<file path="src/shfc_pkg.sv">
// Types and constants of the single/half float converter.
`default_nettype none

package shfc_pkg;

  // Result class decided in the first stage; it selects the final assembly.
  typedef enum logic [3:0] {
    KIND_H_NAN  = 4'd0,
    KIND_H_ZERO = 4'd1,
    KIND_H_SUB  = 4'd2,
    KIND_H_NORM = 4'd3,
    KIND_H_INF  = 4'd4,
    KIND_S_INF  = 4'd5,
    KIND_S_QNAN = 4'd6,
    KIND_S_ZERO = 4'd7,
    KIND_S_SUB  = 4'd8,
    KIND_S_NORM = 4'd9
  } kind_t;

  localparam logic [7:0]  SINGLE_EXP_MAX  = 8'hFF;
  localparam logic [7:0]  EXP_REBIAS      = 8'd112;
  localparam logic [7:0]  HALF_SUB_LOW    = 8'd103;
  localparam logic [7:0]  HALF_NORM_HIGH  = 8'd142;
  localparam logic [23:0] ROUND_INC       = 24'h001000;
  localparam logic [4:0]  HALF_EXP_MAX    = 5'h1F;
  localparam logic [15:0] HALF_POS_INF    = 16'h7C00;
  localparam logic [15:0] HALF_NEG_INF    = 16'hFC00;
  localparam logic [14:0] HALF_INF_BODY   = 15'h7C00;
  localparam logic [31:0] HALF_NAN_WORD   = 32'h00007C01;
  localparam logic [31:0] SINGLE_QNAN     = 32'h7FC00000;
  localparam logic [3:0]  HALF_FRAC_BITS  = 4'd10;

endpackage

`default_nettype wire

</file>
<file path="src/single_half_float_converter_top.sv">
// Three-stage pipelined converter between binary32 and binary16 patterns.
//
// Input channel: in_valid, in_stall, op, value_in. A word is taken at a
// rising edge with in_valid high and in_stall low. op = 0 converts the
// binary32 pattern in value_in to binary16; op = 1 widens the binary16
// pattern in value_in[15:0] to binary32.
// Output channel: out_valid, out_stall, value_out. A half result sits in
// value_out[15:0] with the upper bits zero.
// Every word gives exactly one result, in order. With no stall a taken word
// moves through the stage 1, stage 2 and output registers in turn, and
// one word per cycle is sustained. The three register stages are classify
// and round, shift, and assemble into the output register.
// When the receiver stalls, the output holds and stages behind it keep
// filling; in_stall rises only when all three stages hold a word.
// A synchronous reset empties the pipeline; nothing else needs clearing.
`default_nettype none

module single_half_float_converter_top (
  input  wire logic        clk,
  input  wire logic        rst,
  input  wire logic        in_valid,
  output logic             in_stall,
  input  wire logic        op,
  input  wire logic [31:0] value_in,
  output logic             out_valid,
  input  wire logic        out_stall,
  output logic [31:0]      value_out
);

  // Stage registers.
  logic                s1_valid;
  shfc_pkg::kind_t     s1_kind;
  logic                s1_sign;
  logic [7:0]          s1_exp;
  logic [10:0]         s1_mant;
  logic [3:0]          s1_shift;

  logic                s2_valid;
  shfc_pkg::kind_t     s2_kind;
  logic                s2_sign;
  logic [14:0]         s2_hbody;
  logic [7:0]          s2_sexp;
  logic [9:0]          s2_sfrac;

  // Next values.
  shfc_pkg::kind_t     s1_kind_next;
  logic                s1_sign_next;
  logic [7:0]          s1_exp_next;
  logic [10:0]         s1_mant_next;
  logic [3:0]          s1_shift_next;
  logic [14:0]         s2_hbody_next;
  logic [9:0]          s2_sfrac_next;
  logic [31:0]         value_out_next;

  // Advance enables: a stage loads when it is empty or its word moves on.
  logic adv3;
  logic adv2;
  logic adv1;

  assign adv3     = !out_valid || !out_stall;
  assign adv2     = !s2_valid || adv3;
  assign adv1     = !s1_valid || adv2;
  assign in_stall = !adv1;

  // Stage 1 decode fields.
  logic [7:0]  bexp;
  logic [22:0] smant;
  logic [23:0] round_sum;
  logic [15:0] hword;
  logic [4:0]  hexp;
  logic [9:0]  hfrac;
  logic [3:0]  lead_pos;

  assign bexp      = value_in[30:23];
  assign smant     = value_in[22:0];
  assign round_sum = {1'b0, smant} + shfc_pkg::ROUND_INC;
  assign hword     = value_in[15:0];
  assign hexp      = hword[14:10];
  assign hfrac     = hword[9:0];

  // Position of the leading one of a half subnormal fraction.
  always_comb begin
    lead_pos = 4'd0;
    for (int i = 0; i < 10; i++) begin
      if (hfrac[i]) begin
        lead_pos = 4'(i);
      end
    end
  end

  always_comb begin
    s1_kind_next  = shfc_pkg::KIND_H_ZERO;
    s1_sign_next  = 1'b0;
    s1_exp_next   = 8'd0;
    s1_mant_next  = 11'd0;
    s1_shift_next = 4'd0;
    if (!op) begin
      s1_sign_next = value_in[31];
      s1_mant_next = round_sum[23:13];
      if (bexp == shfc_pkg::SINGLE_EXP_MAX && smant != 23'd0) begin
        s1_kind_next = shfc_pkg::KIND_H_NAN;
      end else if (bexp < shfc_pkg::HALF_SUB_LOW) begin
        s1_kind_next = shfc_pkg::KIND_H_ZERO;
      end else if (bexp <= shfc_pkg::EXP_REBIAS) begin
        s1_kind_next  = shfc_pkg::KIND_H_SUB;
        s1_shift_next = 4'(shfc_pkg::EXP_REBIAS - bexp);
      end else if (bexp > shfc_pkg::HALF_NORM_HIGH) begin
        s1_kind_next = shfc_pkg::KIND_H_INF;
      end else begin
        s1_kind_next = shfc_pkg::KIND_H_NORM;
        s1_exp_next  = bexp - shfc_pkg::EXP_REBIAS;
      end
    end else begin
      s1_sign_next = hword[15];
      s1_mant_next = {1'b0, hfrac};
      if (hword == shfc_pkg::HALF_POS_INF || hword == shfc_pkg::HALF_NEG_INF) begin
        s1_kind_next = shfc_pkg::KIND_S_INF;
      end else if (hexp == shfc_pkg::HALF_EXP_MAX) begin
        s1_kind_next = shfc_pkg::KIND_S_QNAN;
      end else if (hexp == 5'd0) begin
        if (hfrac == 10'd0) begin
          s1_kind_next = shfc_pkg::KIND_S_ZERO;
        end else begin
          s1_kind_next  = shfc_pkg::KIND_S_SUB;
          s1_exp_next   = {4'd0, lead_pos} + shfc_pkg::HALF_SUB_LOW;
          s1_shift_next = shfc_pkg::HALF_FRAC_BITS - lead_pos;
        end
      end else begin
        s1_kind_next = shfc_pkg::KIND_S_NORM;
        s1_exp_next  = {3'd0, hexp} + shfc_pkg::EXP_REBIAS;
      end
    end
  end

  // Stage 2: subnormal rounding shift, normal exponent add, renormalize.
  logic [11:0] sub_sum;
  logic [11:0] sub_shifted;
  logic [11:0] sub_round;
  logic [9:0]  norm_frac;

  assign sub_sum     = 12'h400 + {1'b0, s1_mant};
  assign sub_shifted = sub_sum >> s1_shift;
  assign sub_round   = sub_shifted + 12'd1;
  assign norm_frac   = s1_mant[9:0] << s1_shift;

  always_comb begin
    s2_hbody_next = 15'd0;
    s2_sfrac_next = s1_mant[9:0];
    case (s1_kind)
      shfc_pkg::KIND_H_SUB: begin
        // A carry out of the second round step lands on the lowest exponent.
        s2_hbody_next = {4'd0, sub_round[11:1]};
      end
      shfc_pkg::KIND_H_NORM: begin
        // The rounding carry adds into the exponent and may reach infinity.
        s2_hbody_next = {s1_exp[4:0], 10'd0} + {4'd0, s1_mant};
      end
      shfc_pkg::KIND_S_SUB: begin
        s2_sfrac_next = norm_frac;
      end
      default: begin
        s2_hbody_next = 15'd0;
      end
    endcase
  end

  // Stage 3: assemble the output word.
  always_comb begin
    case (s2_kind)
      shfc_pkg::KIND_H_NAN:  value_out_next = shfc_pkg::HALF_NAN_WORD;
      shfc_pkg::KIND_H_ZERO: value_out_next = {16'd0, s2_sign, 15'd0};
      shfc_pkg::KIND_H_SUB:  value_out_next = {16'd0, s2_sign, s2_hbody};
      shfc_pkg::KIND_H_NORM: value_out_next = {16'd0, s2_sign, s2_hbody};
      shfc_pkg::KIND_H_INF:  value_out_next = {16'd0, s2_sign, shfc_pkg::HALF_INF_BODY};
      shfc_pkg::KIND_S_INF:  value_out_next = {s2_sign, shfc_pkg::SINGLE_EXP_MAX, 23'd0};
      shfc_pkg::KIND_S_QNAN: value_out_next = shfc_pkg::SINGLE_QNAN;
      shfc_pkg::KIND_S_ZERO: value_out_next = {s2_sign, 31'd0};
      shfc_pkg::KIND_S_SUB:  value_out_next = {s2_sign, s2_sexp, s2_sfrac, 13'd0};
      shfc_pkg::KIND_S_NORM: value_out_next = {s2_sign, s2_sexp, s2_sfrac, 13'd0};
      default:               value_out_next = 32'd0;
    endcase
  end

  // Valid bits.
  always_ff @(posedge clk) begin
    if (rst) begin
      s1_valid  <= 1'b0;
      s2_valid  <= 1'b0;
      out_valid <= 1'b0;
    end else begin
      if (adv1) begin
        s1_valid <= in_valid;
      end
      if (adv2) begin
        s2_valid <= s1_valid;
      end
      if (adv3) begin
        out_valid <= s2_valid;
      end
    end
  end

  // Payload registers.
  always_ff @(posedge clk) begin
    if (adv1) begin
      s1_kind  <= s1_kind_next;
      s1_sign  <= s1_sign_next;
      s1_exp   <= s1_exp_next;
      s1_mant  <= s1_mant_next;
      s1_shift <= s1_shift_next;
    end
    if (adv2) begin
      s2_kind  <= s1_kind;
      s2_sign  <= s1_sign;
      s2_hbody <= s2_hbody_next;
      s2_sexp  <= s1_exp;
      s2_sfrac <= s2_sfrac_next;
    end
    if (adv3) begin
      value_out <= value_out_next;
    end
  end

endmodule

`default_nettype wire

</file>
<file path="config.mk">
export PLATFORM = sky130hd
export DESIGN_NAME = single_half_float_converter_top
export DESIGN_NICKNAME = d
export VERILOG_FILES = /design/src/shfc_pkg.sv /design/src/single_half_float_converter_top.sv
export SDC_FILE = /design/constraint.sdc
export NUM_CORES = 1
export LEC_CHECK = 0
export BUFFER_PORTS_ARGS = -buffer_cell sky130_fd_sc_hd__buf_2
export CAP_MARGIN = 20
export CORE_UTILIZATION = 40
export CTS_CLUSTER_SIZE = 12
export DETAILED_ROUTE_END_ITERATION = 16
export SYNTH_ARGS = -nofsm -noshare
export SYNTH_HDL_FRONTEND = slang
export SYNTH_SLANG_ARGS = --single-unit
</file>
<file path="constraint.sdc">
create_clock -name clk -period 8.3 [get_ports clk]
set_input_delay 1.245 -clock clk [delete_from_list [all_inputs] [get_ports clk]]
set_output_delay 1.245 -clock clk [all_outputs]
set_load 0.005 [all_outputs]
</file>
Yosys cells after proc, flatten, opt, wreduce, memory -nomap -nowiden
Index checks and enable logic that the tools add are counted.

operators by class
  $add $sub $neg = 9
  magnitude comparators = 3
  eq/ne operators = 16
  shift operators = 2
  mux-type cells = 40
  reductions and logical operators = 16

operators with widths
  cell                      count
  $pmux W32 S8              1
  $mux W4                   21
  $mux W8                   9
  $pmux W15 S2              1
  $add A23 B13 Y24 const B  1
  $reduce_bool A23 Y1       1
  $mux W10                  2
  $eq A16 B15 Y1 const B    1
  $eq A16 B16 Y1 const B    1
  $eq A4 B2 Y1 const B      4
  $eq A4 B3 Y1 const B      4
  $add A15 B11 Y15          1
  $add A11 B11 Y12 const A  1
  $add A12 B1 Y12 const B   1
  $eq A4 B4 Y1 const B      3
  $mux W3                   4
  $shr A12 B4 Y12           1
  $logic_not A10 Y1         1
  $shl A10 B4 Y10           1
  $add A4 B7 Y8 const B     1
  $add A5 B7 Y8 const B     1
  $eq A8 B8 Y1 const B      1
  $gt A8 B8 Y1 const B      1
  $le A8 B7 Y1 const B      1
  13 further kinds          22

word-level totals
  register bits after elaboration = 101
  input bits = 37
  output and inout port bits = 34
  logic and storage cells = 101

Depth between registers and ports, before layout
Gate-level depths: netlist of the first run.

  depth in word-level cells = 15
  gate-level depth with buffers = 13
  depth with buffers taken out = 11

Worst setup path after synthesis of the first run
No wires, ideal clock.

  kind = input port to output port
  start point = input out_stall
  end point = output in_stall
  arrival = 2,224 ps
  required time = 7,055 ps
  path slack = 4,831 ps
  stages on the path = 3
  path buffers = 0
  cells stage by stage = and3_1 nand2_1 inv_1

on the way
  word-level cells in the longest chain between the ends = 5

ends and longest elaborated chain
  what                line                                   source
  from (decl)         single_half_float_converter_top.sv:26  input wire logic out_stall,
  $logic_not A1 Y1    single_half_float_converter_top.sv:60  assign adv3 = !out_valid || !out_stall;
  $logic_or A1 B1 Y1  single_half_float_converter_top.sv:60
  $logic_or A1 B1 Y1  single_half_float_converter_top.sv:61  assign adv2 = !s2_valid || adv3;
  $logic_or A1 B1 Y1  single_half_float_converter_top.sv:62  assign adv1 = !s1_valid || adv2;
  $logic_not A1 Y1    single_half_float_converter_top.sv:63  assign in_stall = !adv1;
  to (decl)           single_half_float_converter_top.sv:22  output logic in_stall,

No other way between the ends.

Final worst setup path of the first run
  start point = register s1_shift[1]
  end point = register s2_hbody[7] (data pin)

on the way
  word-level cells in the longest chain between the ends = 3

ends and longest elaborated chain
  what                    line                                    source
  from (decl)             single_half_float_converter_top.sv:36   logic [3:0] s1_shift;
  from (signal assigned)  single_half_float_converter_top.sv:210  s1_shift <= s1_shift_next;
  $shr A12 B4 Y12         single_half_float_converter_top.sv:142  assign sub_shifted = sub_sum >> s1_shift;
  $add A12 B1 Y12         single_half_float_converter_top.sv:143  assign sub_round = sub_shifted + 12'd1;
  $pmux W15 S2            single_half_float_converter_top.sv:149  case (s1_kind)
  net s2_hbody_next[7]    single_half_float_converter_top.sv:51   logic [14:0] s2_hbody_next;
  to (signal assigned)    single_half_float_converter_top.sv:215  s2_hbody <= s2_hbody_next;
  to (decl)               single_half_float_converter_top.sv:41   logic [14:0] s2_hbody;

The timed path passes the listed nets, and every way through them passes these cells.
A chain may end at the register's enable or synchronous reset.

==> summary.md, run 1 <==
| Metric | Value |
|---|---|
| Worst VDD drop | `114.3 uV` |
| Seq/Total Area, Yosys | `0.5265` |
| Distinct cell type count after synthesis | `67` |
| Crit path kind | `reg -> reg` |
| R2r endpoint | `s2_hbody[7]` |
| Critical Path Start Type | `flop` |
| CTS Buf Count | `9` |
| Hold Startpoint | `s1_exp[6]` |
| Most common cell after layout, fill and taps aside | `edfxtp_1` |
| Post-synth EDFFs | `98` |
| Routed via count | `4169` |
| Worst-Skew Late Latency | `0.34 ns` |
| Mean Syn Cell Area | `10.74 sq um` |
| Synthesized cell area | `5703 sq um` |
| Utilization after layout | `0.4727` |
| Num rows | `43` |
| DRT Pass-1 Iters | `5` |
| Area leader, netlist | `edfxtp_1` |
| Largest net degree at the start of global routing | `39` |
| Final worst slack | `4.941 ns` |
| Final instance area | `6561 sq um` |
| Main flop type after synthesis | `edfxtp_1` |
| Dpl hpwl | `8968 um` |
| Die Width | `121.4 um` |
| Clk pin slew, worst setup/hold paths | `0.07 ns` |
| PortBufs | `70` |
| Min cycle time layout | `3.359 ns` |
| Slew HR | `0.2912` |
| CP max FO | `25` |
| I/O pins | `71` |
| Post-CTS Hold Fix Bufs | `0` |
| Diode count | `0` |
| Die height | `121.4 um` |
| Final Hold Vio Count | `0` |
| Fin crit share | `0.4047` |
| R2R Setup Slk | `4.94 ns` |
| Ys async rst share | `0` |
| CTS tree | `yes` |
| Final clock skew | `0.005740 ns` |
| # Post-CTS Setup Buffers | `0` |
| Final WL | `11900 um` |
| WHS Path Cells | `0` |
| Average wire per standard cell | `15.25 um` |
| Synthesized net count | `581` |
| H-tree depth | `3` |
| Gpl congestion | `0.8995` |
| Fin Setup TNS | `0 ns` |
| Grt ovf | `0` |
| Min-Delay Path Class | `reg -> reg` |
| #FFs+latches synth | `101` |
| DR vias/cell | `5.345` |
| Post-cts sizing count | `0` |
| Hold Path End | `s2_sexp[6]` |
| Final #Nets | `645` |
| CORE AREA | `13880 sq um` |
| TritonCTS sink count | `101` |
| Crit Reg-Reg Startpoint | `s1_shift[1]` |
| Placed insts | `762` |
| Main area contributors after synthesis | `edfxtp_1 (52%), nand2_1 (3.8%), mux2i_1 (3.5%)` |
| Initial Util | `0.4109` |
| First-pass GRT wire length | `19230 um` |
| Crit path DAT | `3.45 ns` |
| Worst reg2reg path depth | `9` |
| Syn. warnings | `0` |
| Final ANT Viol Nets | `0` |
| Fraction of layout instances using a drive strength above 1 | `0.1817` |
| Final setup vio count | `0` |
| GRT Util Overall | `0.1681` |
| Vias in the first global route | `3838` |
| Maxcap violations | `0` |
| Peak Freq | `297.7 MHz` |
| DIE AREA | `14740 sq um` |
| LEAKAGE | `2.656 nW` |
| Post-Syn Instances | `531` |
| Area grow syn2layout | `15.05%` |
| Yosys top cell area share | `0.5160` |
| RSZ-0062 raised after global routing | `no` |
| Remaining DRCs | `0` |
| Clock Path Buffers | `2` |
| Dpl ws | `4.333 ns` |
| Critical path data required time | `8.39 ns` |
| Status | `finished clean` |
| Root buffer cell | `clkbuf_16` |
| Max-slew violation count | `0` |
| Worst slew pin tran | `1.063 ns` |
| P per Cell Area | `186.5 nW/um^2` |
| Most frequent cells in the layout | `edfxtp_1 (98), buf_2 (71), nand2_1 (57)` |
| Layout Cells excl Fill | `780` |
| Initial antenna violation count | `0` |
| Iter 0 DRT Violations | `313` |
| Dpl cell area | `6213 sq um` |
| CP endpoint kind | `flop` |
## final cells by class
cell class | instances | area, sq um
fillers | 1308 | 7320
well taps | 180 | 225.2
repair buffers | 76 | 412.9
flip-flops and latches | 101 | 3003
clock inverters | 5 | 82.58
multi-input cells | 390 | 2541
inverters | 17 | 63.81
clock buffers | 11 | 232.7
## cells by family (layout without fill, tap and decap cells)
group | after synthesis | count (layout) | share of synthesized area
simple gates | 199 | 199 | 0.1795
xor+xnor | 25 | 25 | 0.03839
mux | 27 | 27 | 0.05287
flops | 101 | 101 | 0.5265
buf+inv | 40 | 109 | 0.02786
fa+ha+maj | 13 | 13 | 0.02852
compound gates | 126 | 126 | 0.1463
## cell usage after synthesis, types with 4 or more instances
library cell and number:
a21oi_1 30, mux2i_1 20, o21ai_1 4, nand4_1 5, clkbuf_1 16, o21ai_0 37
xor2_1 10, nor2b_1 9, nor3_1 9, edfxtp_1 98, mux2_2 4, a22o_1 11
nor2_1 46, inv_1 15, nand2_1 57, buf_2 4, a211oi_1 7, a21o_1 5
xnor2_1 15, and2_1 16, nand3_1 15, ha_1 13, nand2b_1 11
## worst max-delay path, cell delays in order (launching register included)
cell,delay (ns)
edfxtp_1,1.05
mux2i_1,0.35
o22ai_1,0.24
nor2_1,0.09
a21oi_1,0.15
ha_1,0.19
nand2b_1,0.10
nor4_1,0.46
a211oi_1,0.16
a221o_1,0.29
## metal layers
metal / share of wire / track usage
met2: 0.44 / 0.2621
met5: 0 / 0
met1: 0.47 / 0.2276
met4: 0.027 / 0.07407
met3: 0.063 / 0.03055
## worst max-delay path by stage
| stage | start | end | cells past startpoint |
|---|---|---|---|
| after floorplan | out_stall | in_stall | 3 |
| after global placement | out_stall | in_stall | 5 |
| after detailed placement | out_stall | in_stall | 5 |
| after CTS | out_stall | in_stall | 5 |
| after global routing | s1_shift[1] | s2_hbody[7] | 9 |
| final | s1_shift[1] | s2_hbody[7] | 9 |
## per-stage QoR
| stage | total power, mW | hold slack, ns |
|---|---|---|
| 3_3_place_gp | 0.7903 | 0.4040 |
| 5_1_grt | 1.273 | 0.4254 |
| 4_1_cts | 1.231 | 0.4230 |
| 6_report | 1.224 | 0.4202 |
| 3_5_place_dp | 0.7929 | 0.4080 |
| 2_1_floorplan | 0.7304 | 0.4003 |
## power by group
| group | internal (mW) | switching [mW] |
|---|---|---|
| logic | 0.0687 | 0.0917 |
| clock network | 0.265 | 0.175 |
| registers | 0.597 | 0.0262 |
## sequential cells by signal, summed over array words and instances, names as in the netlist, 4 cells and up
signal	flops
value_out	32
s1_mant	11
s2_sexp	8
s1_exp	8
s1_kind	4
s2_sfrac	10
s2_kind	4
s1_shift	4
s2_hbody	15
Power figures use the tool's default switching activity.
==> inputs of run 2 (changes only) <==
==> constraint.sdc (replaced) <==
create_clock -name clk -period 3.5 [get_ports clk]
set_input_delay 0.525 -clock clk [delete_from_list [all_inputs] [get_ports clk]]
set_output_delay 0.525 -clock clk [all_outputs]
set_load 0.005 [all_outputs]
==> run 2 against run 1 <==
Compared with the run above: core utilization increased by 0.054 points; register-to-register slack worse by 4.4 ns; non-clock buffer count grew 2; largest power group unchanged; critical path depth rose by 1; critical path type unchanged; worst hold slack got worse by 0.065 ns; via count fell by 0.26%; wire length grew 0.57%; critical endpoint is now s2_hbody[5]; sequential power up 140%; setup slack worse by 4.4 ns; flip-flop and latch count did not move; die area stayed put.
==> summary.md, run 2 (synthesis gave the netlist of run 1 again) <==
| Metric | Value |
|---|---|
| Status | `finished clean` |
| Final clock skew | `0.01306 ns (+0.007325 ns)` |
| H-tree depth | `3 (unchanged)` |
| Vias in the first global route | `3941 (+2.7%)` |
| Diode count | `0 (unchanged)` |
| Fin Setup TNS | `0 ns (unchanged)` |
| R2R Setup Slk | `0.58 ns (-4.36 ns)` |
| Average wire per standard cell | `15.30 um (+0.31%)` |
| Crit path DAT | `3.02 ns (-0.43 ns)` |
| CTS tree | `yes` |
| Worst slew pin tran | `0.7413 ns (-0.3219 ns)` |
| I/O pins | `71 (unchanged)` |
| Post-CTS Hold Fix Bufs | `0 (unchanged)` |
| Most frequent cells in the layout | `edfxtp_1 (98), buf_2 (71), nand2_1 (57)` |
| CORE AREA | `13880 sq um (unchanged)` |
| Initial antenna violation count | `0 (unchanged)` |
| Final ANT Viol Nets | `0 (unchanged)` |
| Slowest CP cell | `edfxtp_1` |
| Worst-Skew Late Latency | `0.34 ns (about the same)` |
| Area grow syn2layout | `15.18%` |
| Fin crit share | `0.8352 (+0.4305)` |
| Grt ovf | `0 (unchanged)` |
| P per Cell Area | `440.7 nW/um^2 (+140%)` |
| CTS Buf Count | `9 (unchanged)` |
| Largest stage delay on the critical path | `0.71 ns (-0.34 ns)` |
| Remaining DRCs | `0 (unchanged)` |
| Final setup vio count | `0 (unchanged)` |
| Dpl cell area | `6236 sq um (+0.36%)` |
| PortBufs | `70 (unchanged)` |
| Final #Nets | `647 (+0.31%)` |
| Critical Path Start Type | `flop` |
| Dpl hpwl | `9225 um (+2.9%)` |
| Initial Util | `0.4109 (unchanged)` |
| Final Hold Vio Count | `0 (unchanged)` |
| Crit path kind | `reg -> reg` |
| Num rows | `43 (unchanged)` |
| Layout Cells excl Fill | `782 (+0.26%)` |
| CP max FO | `15 (-40%)` |
| CP endpoint kind | `flop` |
| Max reg flops | `32 (unchanged)` |
| Critical path data required time | `3.59 ns (-4.80 ns)` |
| TritonCTS sink count | `101 (unchanged)` |
| Gpl congestion | `0.8939 (-0.62%)` |
| DRT Pass-1 Iters | `5 (unchanged)` |
| Largest regs | `value_out: 32 flops, s2_hbody: 15 flops, s1_mant: 11 flops` |
| Slew HR | `0.5048 (+0.2136)` |
| Max-slew violation count | `0 (unchanged)` |
| Maxcap violations | `0 (unchanged)` |
| # Post-CTS Setup Buffers | `0 (unchanged)` |
| Clock Path Buffers | `2 (unchanged)` |
| Die height | `121.4 um (unchanged)` |
| Die Width | `121.4 um (unchanged)` |
| Root buffer cell | `clkbuf_16` |
| DIE AREA | `14740 sq um (unchanged)` |
| LEAKAGE | `2.663 nW (+0.26%)` |
| GRT Util Overall | `0.1714 (+0.003318)` |
| RSZ-0062 raised after global routing | `no` |
| Biggest register | `value_out` |
| Final instance area | `6569 sq um (+0.11%)` |
| Routed via count | `4158 (-0.26%)` |
| DR vias/cell | `5.317 (-0.52%)` |
| Fraction of layout instances using a drive strength above 1 | `0.1877 (+0.006041)` |
| Final WL | `11960 um (+0.57%)` |
| Post-cts sizing count | `0 (unchanged)` |
| Most common cell after layout, fill and taps aside | `edfxtp_1` |
| Peak Freq | `342.1 MHz (+15%)` |
| First-pass GRT wire length | `19620 um (+2.0%)` |
| Dpl ws | `0.6204 ns (-3.712 ns)` |
| Final worst slack | `0.5767 ns (-4.364 ns)` |
| Clk pin slew, worst setup/hold paths | `0.08 ns (about the same)` |
| Iter 0 DRT Violations | `300 (-4.2%)` |
| Min cycle time layout | `2.923 ns (-0.4356 ns)` |
| Worst VDD drop | `218.6 uV (+91%)` |
| Largest net degree at the start of global routing | `39 (unchanged)` |
| Crit-path cells | `buf_4 -> mux2i_1 -> nor2_1 -> o32ai_1 -> inv_1 -> ha_1 -> nor2b_1 -> nand3_1 -> o21ai_0 -> a32o_1` |
| Placed insts | `765 (+0.39%)` |
| Min-Delay Path Class | `in -> reg` |
==> run 2: cell count changes in the layout (fill, tap and decap cells not counted), sizes merged <==
cell	before	now
inv	18	21
buf	76	78
clkbuf	11	9
bufinv	2	1
==> run 2: stage by stage <==
stage	util	hold WS [ns]	power (mW)
floorplan	-	0.4003	1.732
global placement	0.4493	0.4049	1.881
detailed placement	0.4493	0.4054	1.883
CTS	0.4729	0.3489	2.919
global route	0.4732	0.3658	3.026
finish	0.4732	0.3548	2.895
==> run 2: final cells by class <==
type                            count  area (sq um)
Timing Repair Buffer               78         407.9
Tap cell                          180         225.2
Clock inverter                      7         102.6
Sequential cell                   101          3003
Clock buffer                        9         225.2
Fill cell                        1306          7312
Inverter                           17         63.81
Multi-Input combinational cell    390          2541
==> run 2: critical path: cells and delay by family, from the launching register on <==
kind	cells	cell delay, ns
AOI/OAI and AO/OA	3	0.81
adders and majority gates	1	0.22
and+or+nand+nor	3	0.31
buffers and inverters	2	0.42
muxes	1	0.20
DFF	1	0.71
==> run 2: final timing paths <==
kind          startpoint     endpoint  cells past startpoint
max          s1_shift[1]  s2_hbody[5]                     10
min                  rst     s2_valid                      2
max reg2reg  s1_shift[1]  s2_hbody[5]                     10
min reg2reg    s1_exp[7]   s2_sexp[7]                      0
==> run 2: power by group <==
part	internal [mW]	switching, mW	total [mW]
Clock	0.581	0.455	1.04
Combinational	0.163	0.218	0.381
Sequential	1.42	0.0625	1.48
Total	2.16	0.736	2.89
==> run 2: metal layers <==
layer | wire, um | GRT usage | vias up
met3 | 557 | 0.02820 | 23
li1 | - | - | 2103
met1 | 5664 | 0.2329 | 1905
met2 | 5418 | 0.2724 | 127
met5 | 0 | 0 | -
met4 | 323 | 0.06713 | 0
==> inputs of run 3 (changes only) <==
==> constraint.sdc (replaced) <==
create_clock -name clk -period 2.4 [get_ports clk]
set_input_delay 0.36 -clock clk [delete_from_list [all_inputs] [get_ports clk]]
set_output_delay 0.36 -clock clk [all_outputs]
set_load 0.005 [all_outputs]
==> run 3 against run 2 <==
Compared with the run above: the flow now finishes with violations (negative setup slack); cell area up 11%; clock skew down 0.0058 ns; flip-flop and latch count unchanged; core utilization increased by 5.1 points; worst hold slack worse by 0.15 ns; total power up 45%; setup slack lost 0.71 ns; largest cell class unchanged.
==> summary.md, run 3 (synthesis gave the netlist of run 1 again) <==
| Metric | Value |
|---|---|
| Dpl hpwl | `10060 um (+9.1%)` |
| CORE AREA | `13880 sq um (unchanged)` |
| R2r endpoint | `s2_hbody[6]` |
| Utilization after layout | `0.5238 (+0.05057)` |
| Final setup vio count | `10 (+10)` |
| Diode count | `0 (unchanged)` |
| GRT Util Overall | `0.1815 (+0.01012)` |
| Internal power | `3.155 mW (+46%)` |
| WHS Path Cells | `2 (unchanged)` |
| Worst slew pin tran | `0.6139 ns (-0.1274 ns)` |
| Hold Path End | `out_valid` |
| RSZ-0062 raised after global routing | `yes` |
| R2R Setup Slk | `-0.13 ns (-0.71 ns)` |
| DIE AREA | `14740 sq um (unchanged)` |
| Area grow syn2layout | `27.49%` |
| Most frequent cells in the layout | `edfxtp_1 (98), buf_4 (82), buf_2 (72)` |
| Logic pwr share | `0.185 (+0.053)` |
| Largest net degree at the start of global routing | `39 (unchanged)` |
| Min cycle time layout | `2.533 ns (-0.3905 ns)` |
| CTS tree | `yes` |
| Biggest register | `value_out` |
| I/O pins | `71 (unchanged)` |
| First-pass GRT wire length | `20730 um (+5.6%)` |
| Hold_ws | `0.2038 ns (-0.1510 ns)` |
| DRT Pass-1 Iters | `5 (unchanged)` |
| CP max FO | `6 (-9)` |
| Post-CTS Hold Fix Bufs | `0 (unchanged)` |
| LEAKAGE | `3.066 nW (+15%)` |
| Worst VDD drop | `467.5 uV (+110%)` |
| Peak Freq | `394.8 MHz (+15%)` |
| P per Cell Area | `577.3 nW/um^2 (+31%)` |
| Min-Delay Path Class | `in -> reg` |
| H-tree depth | `3 (unchanged)` |
| Num rows | `43 (unchanged)` |
| Dpl ws | `-0.2573 ns (-0.8776 ns)` |
| Critical Path Start Type | `flop` |
| Status | `complete, but fails checks` |
| Clock share of power | `0.308 (-0.050)` |
| Die height | `121.4 um (unchanged)` |
| Max-slew violation count | `0 (unchanged)` |
| Total power | `4.198 mW (+45%)` |
| Critical path data required time | `2.48 ns (-1.11 ns)` |
| Switching fraction of total power | `0.2484 (-0.005710)` |
| Final ANT Viol Nets | `0 (unchanged)` |
| Net Sw Power | `1.043 mW (+42%)` |
| Crit path DAT | `2.62 ns (-0.40 ns)` |
| PortBufs | `70 (unchanged)` |
| Sequential Power Share | `0.507 (-0.003)` |
| Initial Util | `0.4109 (unchanged)` |
| Remaining DRCs | `0 (unchanged)` |
| Final WL | `12850 um (+7.4%)` |
| CP endpoint kind | `flop` |
| Slew HR | `0.5880 (+0.08318)` |
| Fin crit share | `1.055 (+0.2201)` |
| Worst-Skew Late Latency | `0.33 ns (about the same)` |
| Vias in the first global route | `4311 (+9.4%)` |
| Crit path kind | `reg -> reg` |
| Routed via count | `4461 (+7.3%)` |
| Root buffer cell | `clkbuf_16` |
| Iter 0 DRT Violations | `292 (-2.7%)` |
| Grt ovf | `0 (unchanged)` |
| TritonCTS sink count | `101 (unchanged)` |
| Final clock skew | `0.007279 ns (-0.005785 ns)` |
| Maxcap violations | `0 (unchanged)` |
| Worst reg2reg path depth | `9 (-1)` |
| Gpl congestion | `0.8953 (+0.16%)` |
| Hold Startpoint | `rst` |
| Clock Path Buffers | `2 (unchanged)` |
| Largest regs | `value_out: 32 flops, s2_hbody: 15 flops, s1_mant: 11 flops` |
| Final worst slack | `-0.1328 ns (-0.7095 ns)` |
| Most common cell after layout, fill and taps aside | `edfxtp_1` |
| Die Width | `121.4 um (unchanged)` |
| Max reg flops | `32 (unchanged)` |
| Failing checks | `negative setup slack` |
| Crit Reg-Reg Startpoint | `s1_shift[1]` |
| Final Hold Vio Count | `0 (unchanged)` |
| Final #Nets | `727 (+12%)` |
| Clk pin slew, worst setup/hold paths | `0.06 ns (-0.02 ns)` |
| DR vias/cell | `5.175 (-2.7%)` |
| Average wire per standard cell | `14.91 um (-2.6%)` |
| Initial antenna violation count | `0 (unchanged)` |
| CTS Buf Count | `9 (unchanged)` |
| Fraction of layout instances using a drive strength above 1 | `0.3065 (+0.1187)` |
[run 3: changes by cell type in the layout (fill, tap and decap cells not counted), moves of 3 or more]
cell | previous run | this run
buf_4 | 7 | 82
buf_6 | 0 | 4
clkbuf_1 | 0 | 3
mux2i_1 | 20 | 17
mux2i_2 | 0 | 3
[run 3: per-layer routing]
layer  GRT usage  up-vias  part of all wire
li1            -     2264                 -
met1      0.2411     2082              0.46
met2      0.3040      102              0.49
met3     0.01833       13             0.037
met4     0.07099        0             0.015
met5           0        -                 0
[run 3: worst max path at each step]
stage | slack [ns] | endpoint | start
3_5_place_dp | -0.26 | s2_hbody[7] | s1_shift[0]
6_report | -0.13 | s2_hbody[6] | s1_shift[1]
5_1_grt | -0.24 | s2_hbody[5] | s1_shift[1]
3_3_place_gp | -0.23 | s2_hbody[7] | s1_shift[0]
4_1_cts | -0.12 | s2_hbody[6] | s1_shift[0]
2_1_floorplan | -0.24 | s2_hbody[7] | s1_shift[0]
[run 3: cell type report]
cell class,count,area (sq um)
Inverter,17,71.32
Tap cell,180,225.2
Multi-Input combinational cell,390,2680
Timing Repair Buffer,158,1021
Fill cell,1262,6610
Sequential cell,101,3003
Clock buffer,12,236.5
Clock inverter,4,33.78
[run 3: metrics by stage]
step                      setup TNS, ns  instance area [sq um]  cells
after floorplan                 -0.4451                   5764    531
after global placement           -1.052                   6818    837
after detailed placement         -1.327                   6818    837
after CTS                       -0.5679                   7228    861
after global routing             -1.933                   7271    862
final                           -0.7939                   7271    862
[run 3: power groups by stage]
stage	sequential, mW	combinational (mW)	clock (mW)
3_3_place_gp	2.16	0.712	0
2_1_floorplan	2.16	0.381	0
4_1_cts	2.13	0.762	1.33
3_5_place_dp	2.17	0.716	0
6_report	2.13	0.777	1.29
5_1_grt	2.14	0.846	1.39
[run 3: timing repair]
| action | in CTS | in global routing |
|---|---|---|
| endpoints found under the setup margin | 9 | 10 |
| pin swaps | 19 | 4 |
| buffers inserted | 8 | 0 |
| gates cloned | 1 | 0 |
| gates resized for setup | 18 | 7 |
[run 3: worst max-delay path, cell delays in order, from the launching register on]
cell and delay (ns):
edfxtp_1 0.46, buf_6 0.18, mux2i_2 0.17, a222oi_1 0.55, a22oi_2 0.22, nor2_1 0.13
buf_4 0.15, nand3b_1 0.10, xnor2_1 0.15, a22o_1 0.18
